File: config.mk
export PLATFORM = sky130hd
export DESIGN_NAME = temperature_min_max_tracker
export DESIGN_NICKNAME = d
export VERILOG_FILES = /design/src/rtl/tmmt_pkg.sv /design/src/rtl/tmmt_core.sv /design/src/rtl/temperature_min_max_tracker.sv
export VERILOG_INCLUDE_DIRS = /design/src /design/src/rtl
export SDC_FILE = /design/constraint.sdc
export NUM_CORES = 2
export LEC_CHECK = 0
export ABC_AREA = 1
export BUFFER_PORTS_ARGS = -buffer_cell sky130_fd_sc_hd__buf_2
export CORE_MARGIN = 10
export CORE_UTILIZATION = 50
export DETAILED_ROUTE_END_ITERATION = 8
export MAX_ROUTING_LAYER = met4
export PLACE_DENSITY = 0.76
export REMOVE_ABC_BUFFERS = 1
export SLEW_MARGIN = 20
export SYNTH_ARGS = -nofsm -noshare
export SYNTH_HDL_FRONTEND = slang
export SYNTH_HIERARCHICAL = 1
export SYNTH_SLANG_ARGS = --single-unit
File: constraint.sdc
create_clock -name clk -period 10.3 [get_ports clk]
set_clock_uncertainty 0.1 [all_clocks]
set_input_delay 1.545 -clock clk [delete_from_list [all_inputs] [get_ports clk]]
set_output_delay 1.545 -clock clk [all_outputs]
set_load 0.1 [all_outputs]
File: src/rtl/assert_macros.svh
// Assertion macros used by the tracker core.
`ifndef ASSERT_MACROS_SVH
`define ASSERT_MACROS_SVH

// Property holds at every clock edge outside reset.
`define ASSERT_ALWAYS(name, clk, rst, prop, msg) \
  name: assert property (@(posedge clk) disable iff (rst) (prop)) else $error(msg);

// Consequent holds in the cycle after the antecedent.
`define ASSERT_NEXT(name, clk, rst, ante, cons, msg) \
  name: assert property (@(posedge clk) disable iff (rst) (ante) |=> (cons)) else $error(msg);

`endif

File: src/rtl/tmmt_pkg.sv
// Types, constants and unit conversion functions for the temperature tracker.
package tmmt_pkg;

  localparam int unsigned COUNT_W = 4;
  localparam logic [COUNT_W-1:0] PUBLISH_PERIOD = COUNT_W'(10);
  localparam logic [7:0] WARMUP_VALUE = 8'd85;
  localparam logic [7:0] FAHR_OFFSET  = 8'd32;

  // floor(x/5) == (x * 3277) >> 14 for x < 16384
  localparam logic [23:0] RECIP_5 = 24'd3277;
  // floor(x/9) == (x * 7282) >> 16 for x < 32768
  localparam logic [23:0] RECIP_9 = 24'd7282;

  typedef enum logic {
    OP_READING = 1'b0,
    OP_TOGGLE  = 1'b1
  } op_t;

  typedef struct packed {
    op_t         opcode;
    logic [15:0] raw_reading;
  } item_t;

  typedef struct packed {
    logic [7:0] current_temp;
    logic [7:0] published_low;
    logic [7:0] published_high;
    logic       unit_is_f;
    logic       tracking;
  } result_t;

  // 9c/5 + 32, rounded to nearest, saturating at 255
  function automatic logic [7:0] to_fahr(input logic [7:0] c);
    logic [11:0] x;
    logic [23:0] p;
    logic [9:0]  f;
    x = 12'(c) * 12'd9 + 12'd2;
    p = 24'(x) * RECIP_5;
    f = p[23:14] + 10'(FAHR_OFFSET);
    return (f > 10'd255) ? 8'hFF : f[7:0];
  endfunction

  // 5(f-32)/9, rounded to nearest, clamped at 0
  function automatic logic [7:0] to_cels(input logic [7:0] f);
    logic [7:0]  d;
    logic [10:0] x;
    logic [23:0] p;
    d = f - FAHR_OFFSET;
    x = 11'(d) * 11'd5 + 11'd4;
    p = 24'(x) * RECIP_9;
    return (f < FAHR_OFFSET) ? 8'd0 : p[23:16];
  endfunction

  function automatic logic [7:0] convert(input logic [7:0] v, input logic to_f);
    return to_f ? to_fahr(v) : to_cels(v);
  endfunction

endpackage

File: src/rtl/tmmt_core.sv
// Tracker state and its combinational update for one transfer.
`include "assert_macros.svh"

module tmmt_core
  import tmmt_pkg::*;
(
  input  logic    clk,
  input  logic    rst,
  input  logic    en,
  input  item_t   item,
  output result_t res
);

  logic [7:0]         current_value, current_value_next;
  logic [7:0]         running_low, running_low_next;
  logic [7:0]         running_high, running_high_next;
  logic [7:0]         shown_low, shown_low_next;
  logic [7:0]         shown_high, shown_high_next;
  logic [COUNT_W-1:0] reading_count, reading_count_next;
  logic               initialized, initialized_next;
  logic               warmed_up, warmed_up_next;
  logic               fahrenheit_mode, fahrenheit_mode_next;

  logic [7:0]         temp;
  logic [7:0]         low_upd, high_upd;
  logic [COUNT_W-1:0] count_inc;

  always_comb begin
    temp = fahrenheit_mode ? to_fahr(item.raw_reading[11:4]) : item.raw_reading[11:4];
    count_inc = reading_count + COUNT_W'(1);
    low_upd  = (temp < running_low)  ? temp : running_low;
    high_upd = (temp > running_high) ? temp : running_high;

    current_value_next   = current_value;
    running_low_next     = running_low;
    running_high_next    = running_high;
    shown_low_next       = shown_low;
    shown_high_next      = shown_high;
    reading_count_next   = reading_count;
    initialized_next     = initialized;
    warmed_up_next       = warmed_up;
    fahrenheit_mode_next = fahrenheit_mode;

    if (item.opcode == OP_TOGGLE) begin
      fahrenheit_mode_next = !fahrenheit_mode;
      current_value_next   = convert(current_value, !fahrenheit_mode);
      running_low_next     = convert(running_low, !fahrenheit_mode);
      running_high_next    = convert(running_high, !fahrenheit_mode);
      shown_low_next       = convert(shown_low, !fahrenheit_mode);
      shown_high_next      = convert(shown_high, !fahrenheit_mode);
    end else begin
      current_value_next = temp;
      if (!warmed_up) begin
        if (temp != WARMUP_VALUE) begin
          warmed_up_next     = 1'b1;
          initialized_next   = 1'b0;
          reading_count_next = '0;
        end
      end else begin
        if (!initialized) begin
          low_upd          = temp;
          high_upd         = temp;
          shown_low_next   = temp;
          shown_high_next  = temp;
          initialized_next = 1'b1;
        end
        running_low_next  = low_upd;
        running_high_next = high_upd;
        if (count_inc == PUBLISH_PERIOD) begin
          shown_low_next     = low_upd;
          shown_high_next    = high_upd;
          reading_count_next = '0;
        end else begin
          reading_count_next = count_inc;
        end
      end
    end

    res.current_temp   = current_value_next;
    res.published_low  = shown_low_next;
    res.published_high = shown_high_next;
    res.unit_is_f      = fahrenheit_mode_next;
    res.tracking       = warmed_up_next & initialized_next;
  end

  always_ff @(posedge clk) begin
    if (rst) begin
      current_value   <= '0;
      running_low     <= '0;
      running_high    <= '0;
      shown_low       <= '0;
      shown_high      <= '0;
      reading_count   <= '0;
      initialized     <= 1'b0;
      warmed_up       <= 1'b0;
      fahrenheit_mode <= 1'b0;
    end else if (en) begin
      current_value   <= current_value_next;
      running_low     <= running_low_next;
      running_high    <= running_high_next;
      shown_low       <= shown_low_next;
      shown_high      <= shown_high_next;
      reading_count   <= reading_count_next;
      initialized     <= initialized_next;
      warmed_up       <= warmed_up_next;
      fahrenheit_mode <= fahrenheit_mode_next;
    end
  end

  `ASSERT_ALWAYS(a_init_after_warm, clk, rst, !initialized || warmed_up, "initialised before warm-up")
  `ASSERT_ALWAYS(a_run_order, clk, rst, !initialized || (running_low <= running_high), "running min above max")
  `ASSERT_ALWAYS(a_shown_order, clk, rst, !initialized || (shown_low <= shown_high), "published min above max")
  `ASSERT_ALWAYS(a_count_range, clk, rst, reading_count < PUBLISH_PERIOD, "reading count overran period")
  `ASSERT_NEXT(a_toggle, clk, rst, en && (item.opcode == OP_TOGGLE), fahrenheit_mode != $past(fahrenheit_mode), "toggle did not flip unit")

endmodule

File: src/rtl/temperature_min_max_tracker.sv
// Top level of the temperature min/max tracker: input register, core, result register.
//
// Input channel item (item_valid / item_stall): a sensor reading or a unit toggle.
// Output channel result (result_valid / result_stall): one result per input transfer,
// carrying the latest temperature, the published min/max, the unit and tracking flag.
// An item transfers on a rising edge with valid high and stall low.
// An item taken into the input register is processed when it advances into the result
// register, and its result is offered from then on. One item is taken per cycle while
// result_stall is low, as the core updates its state combinationally.
// The input register and the result register let a new item be taken while a finished
// result still waits for the receiver.
// When result_stall is held the result holds, the input register fills and item_stall
// rises; nothing is dropped.
// Reset (rst, synchronous, active high) empties both registers and returns all
// temperatures, counts and flags to zero in Celsius, warm-up pending.
module temperature_min_max_tracker
  import tmmt_pkg::*;
(
  input  logic    clk,
  input  logic    rst,
  input  logic    item_valid,
  output logic    item_stall,
  input  item_t   item,
  output logic    result_valid,
  input  logic    result_stall,
  output result_t result
);

  logic    in_full;
  item_t   in_item;
  logic    advance;
  logic    take;
  result_t core_res;

  assign advance    = in_full && (!result_valid || !result_stall);
  assign item_stall = in_full && result_valid && result_stall;
  assign take       = item_valid && !item_stall;

  tmmt_core u_core (
    .clk  (clk),
    .rst  (rst),
    .en   (advance),
    .item (in_item),
    .res  (core_res)
  );

  always_ff @(posedge clk) begin
    if (rst) begin
      in_full      <= 1'b0;
      result_valid <= 1'b0;
    end else begin
      in_full <= take || (in_full && !advance);
      if (advance) begin
        result_valid <= 1'b1;
      end else if (!result_stall) begin
        result_valid <= 1'b0;
      end
    end
    if (take) begin
      in_item <= item;
    end
    if (advance) begin
      result <= core_res;
    end
  end

endmodule
# Yosys cells after proc, flatten, opt, wreduce, memory -nomap -nowiden
# Cells that the tools add are included.
# totals
register_bits,88
out_inout_bits,28
wordCells,143
# op_classes
add_sub_neg,23
mul,22
n_lt_le_gt_ge,13
n_eq_ne,3
mux,46
bitwise,2
n_reduce_logical,16
# op_table
op,n
8-bit 2-to-1 mux,34
12-bit by 12-bit multiplier with 24-bit output (second input constant),6
11-bit by 12-bit multiplier with 23-bit output (second input constant),5
12-bit by 2-bit adder with 12-bit output (second input constant),6
8-bit by 4-bit multiplier with 12-bit output (second input constant),6
10-bit by 6-bit adder with 10-bit output (second input constant),6
10-bit by 8-bit > comparator with 1-bit output (second input constant),6
11-bit by 3-bit adder with 11-bit output (second input constant),5
8-bit by 3-bit multiplier with 11-bit output (second input constant),5
8-bit by 6-bit less-than comparator with 1-bit output (second input constant),5
8-bit by 6-bit subtractor with 8-bit output (second input constant),5
4-bit 2-to-1 mux,3
1-bit 2-to-1 mux,9
8-bit > comparator,1
8-bit less-than comparator,1
8-bit by 7-bit inequality test with 1-bit output (second input constant),1
1-bit logical AND,5
1-bit logical NOT,5
4-bit by 1-bit adder with 4-bit output (second input constant),1
4-bit == test (second input constant),1
2-bit nonzero test,2
3-bit AND reduction,1
1-bit logical OR,2
2-bit by 1-bit inequality test with 1-bit output (second input constant),1
other kinds (3),3

# Longest topological paths before layout
# logic_depth
ltp_word,13
depth_mapped,50

# Cells and area by module
# The synthesis kept the hierarchy.
# by_module_without_submodules
mod,n_inst,cells_each,area_each_um2,seq_area_each_um2
tmmt_core,1,3937,33405.8,940.9
temperature_min_max_tracker,1,55,1382.6,1331.3

# Worst setup path after synthesis
# No wires, ideal clock.
# synth_path
path_kind,flip-flop to flip-flop
start,register in_item[5] (netlist name)
end,register result[9] (netlist name) (data pin)
setup_time_ns,0.270
arrival_time_ns,7.840
slack_ns,2.090
stages_incl_launch_ff,43
path_buffers,1
synth_period_minus_slack_ns,8.210
cell_sequence,edfxtp_1 > ha_1 > ha_1 > nand3_1 > and2_1 > or2_2 > nand2_1 > a21oi_1 > or2_2 > a21boi_0 > xor2_1 > ha_1 > fa_1 > inv_1 > fa_1 > inv_1 > ha_1 > ha_1 > (+7 left out) > ha_1 > nand3_1 > nand2_1 > nand2_2 > nand4_1 > o21ai_0 > inv_1 > ha_1 > nand2_1 > o21ai_0 > a21oi_1 > o21ai_1 > clkbuf_1 > nand2_1 > o21ai_0 > a21oi_1 > o21ai_0 > o211ai_1
# synth_rtl
item,line,source
"start, declared",temperature_min_max_tracker.sv:30,item_t in_item;
"start signal, assigned",temperature_min_max_tracker.sv:60,in_item <= item;
"end signal, assigned",temperature_min_max_tracker.sv:63,result <= core_res;
"end, declared",temperature_min_max_tracker.sv:26,output result_t result

==> out/results.txt <==
R2r setup slk = 920 ps
Core ar. = 68590 sq um
Post-Syn Area = 34550 sq um
WP data arrival = 9550 ps
Most common cell after layout, fill and taps aside = ha_1
# setup viols final = 0
Wirelength per Cell = 15.24 microns
Initial antenna violation count = 1
Setup slack at placement = 849.5 ps
Final nets = 5463
Final slew viol count = 0
WL met1 = 35090 microns
Outcome = finished clean
CP Launch Type = flop
Post-DRT Antenna Nets = 0
DIE WIDTH = 282.9 microns
Drt pass-1 iters = 8
# DRC = 0
Crit path capture type = flop
# rows = 96
Die Ht = 282.9 microns
Share of post-route cells with drive strength above 1 = 3.482%
Starting Density = 50.37%
Vias = 26270
Setup bufs post-CTS = 0
Register Area = 2032 sq um
WL met3 = 2801 microns
Detailed placement HPWL = 66810 microns
Syn Inst Count = 3984
Final Critical Period = 9375 ps
Vias per inst = 5.304
Count of input and output buffers = 40
Relative slew slack = 39.41%
Max cap viols = 0
Die footprint = 80010 sq um
Area Growth Syn to Fin = 4.788%
First-pass GRT wire length = 130400 microns
Clk_lat worst skew = 370 ps
RD Place Congestion = 0.9262
Avg Inst Size Synth = 8.672 sq um
CTS Buf Count = 9
Fin. Hold Viols = 0
Critical path required time = 10470 ps
Part of the cycle the worst path needs = 91.02%
Wirelength, routed = 75490 microns
Gr ovfl total = 0
Total Routing Usage GR = 20.29%
I/O pin total = 49
Yosys warns = 6
HP Class = reg2reg
Worst Slack Setup Final = 924.8 ps
Clk pin slew, worst setup/hold paths = 80 ps
Sink Count = 84
Area of the multi-input gates = 29340 sq um
Slowest Stage Delay on Critical Path = 510 ps
Vias in the first global route = 27270
DRT iter0 DRCs = 1329
Root buffer cell = clkbuf_16
Least-Margin Pin Slew = 907.6 ps
Fillers = 6294
Most frequent cells in the layout = ha_1, inv_1, nand2_1
Unrepaired setup endpoints after global routing = false
Top Layer Used = met4
Largest net degree at the start of global routing = 47
H-tree Lvls = 3
Clk buf depth = 2
Crit path kind = reg2reg
F_max = 106.7 MHz
CTS tree = yes
Met2 wire length = 36140 microns
Setup TNS = 0 ps
Slowest-stage cell, CP = edfxtp_1
CP max FO = 9
[worst max-delay path, delay by kind of cell (launching register included)]
kind / cells / cell delay, ps
compound gates: 10 / 1910
fa+ha+maj: 9 / 3500
buf+inv: 8 / 890
flops: 1 / 510
simple gates: 18 / 2360
[per-layer routing]
metal	vias to the layer above	GRT usage [%]
li1	13170	-
met5	-	-
met1	12580	26.06
met2	450	34.39
met4	0	4.678
met3	77	1.661
[final cells by class]
| class | count | share of cell area, % |
|---|---|---|
| Timing Repair Buffer | 52 | 0.8018 |
| Sequential cell | 84 | 5.613 |
| Antenna cell | 1 | 0.006912 |
| Clock inverter | 7 | 0.2108 |
| Tap cell | 931 | 3.218 |
| Clock buffer | 9 | 0.6221 |
| Multi-Input combinational cell | 3050 | 81.04 |
| Inverter | 819 | 8.492 |
[final timing paths]
path	endpoint	startpoint	cells past startpoint
setup / recovery	u_core/shown_high[1]$_SDFFE_PP0P_	in_item[5]$_DFFE_PP_	45
hold / removal	u_core/reading_count[3]$_SDFFE_PP0P_	u_core/reading_count[3]$_SDFFE_PP0P_	2
setup reg to reg	u_core/shown_high[1]$_SDFFE_PP0P_	in_item[5]$_DFFE_PP_	45
hold reg to reg	u_core/reading_count[3]$_SDFFE_PP0P_	u_core/reading_count[3]$_SDFFE_PP0P_	2
[timing repair]
item | 4_1_cts | 5_1_grt
endpoints found under the hold margin | 0 | 0
setup endpoints to repair | 0 | 8
resized for setup | 0 | 2
hold buffers | 0 | 0
[flip-flops by register name, indices dropped and copies added (netlist names)]
signal	count
in_full	1
in_item	9
result	26
result_valid	1
u_core/current_value	8
u_core/fahrenheit_mode	1
u_core/initialized	1
u_core/reading_count	4
u_core/running_high	8
u_core/running_low	8
u_core/shown_high	8
u_core/shown_low	8
u_core/warmed_up	1
[stage by stage]
step	utilization [%]	hold slack, ps	cells	area [sq um]
global placement	52.34	363.2	4936	35890
finish	52.78	387.5	4953	36200
detailed placement	52.34	377.4	4936	35890
global route	52.78	397.9	4953	36200
floorplan	-	345.6	3953	34430
CTS	52.77	388.6	4952	36200
Power is not shown: default switching activity piles up to over one toggle a cycle in this logic, so the estimate is an artifact.
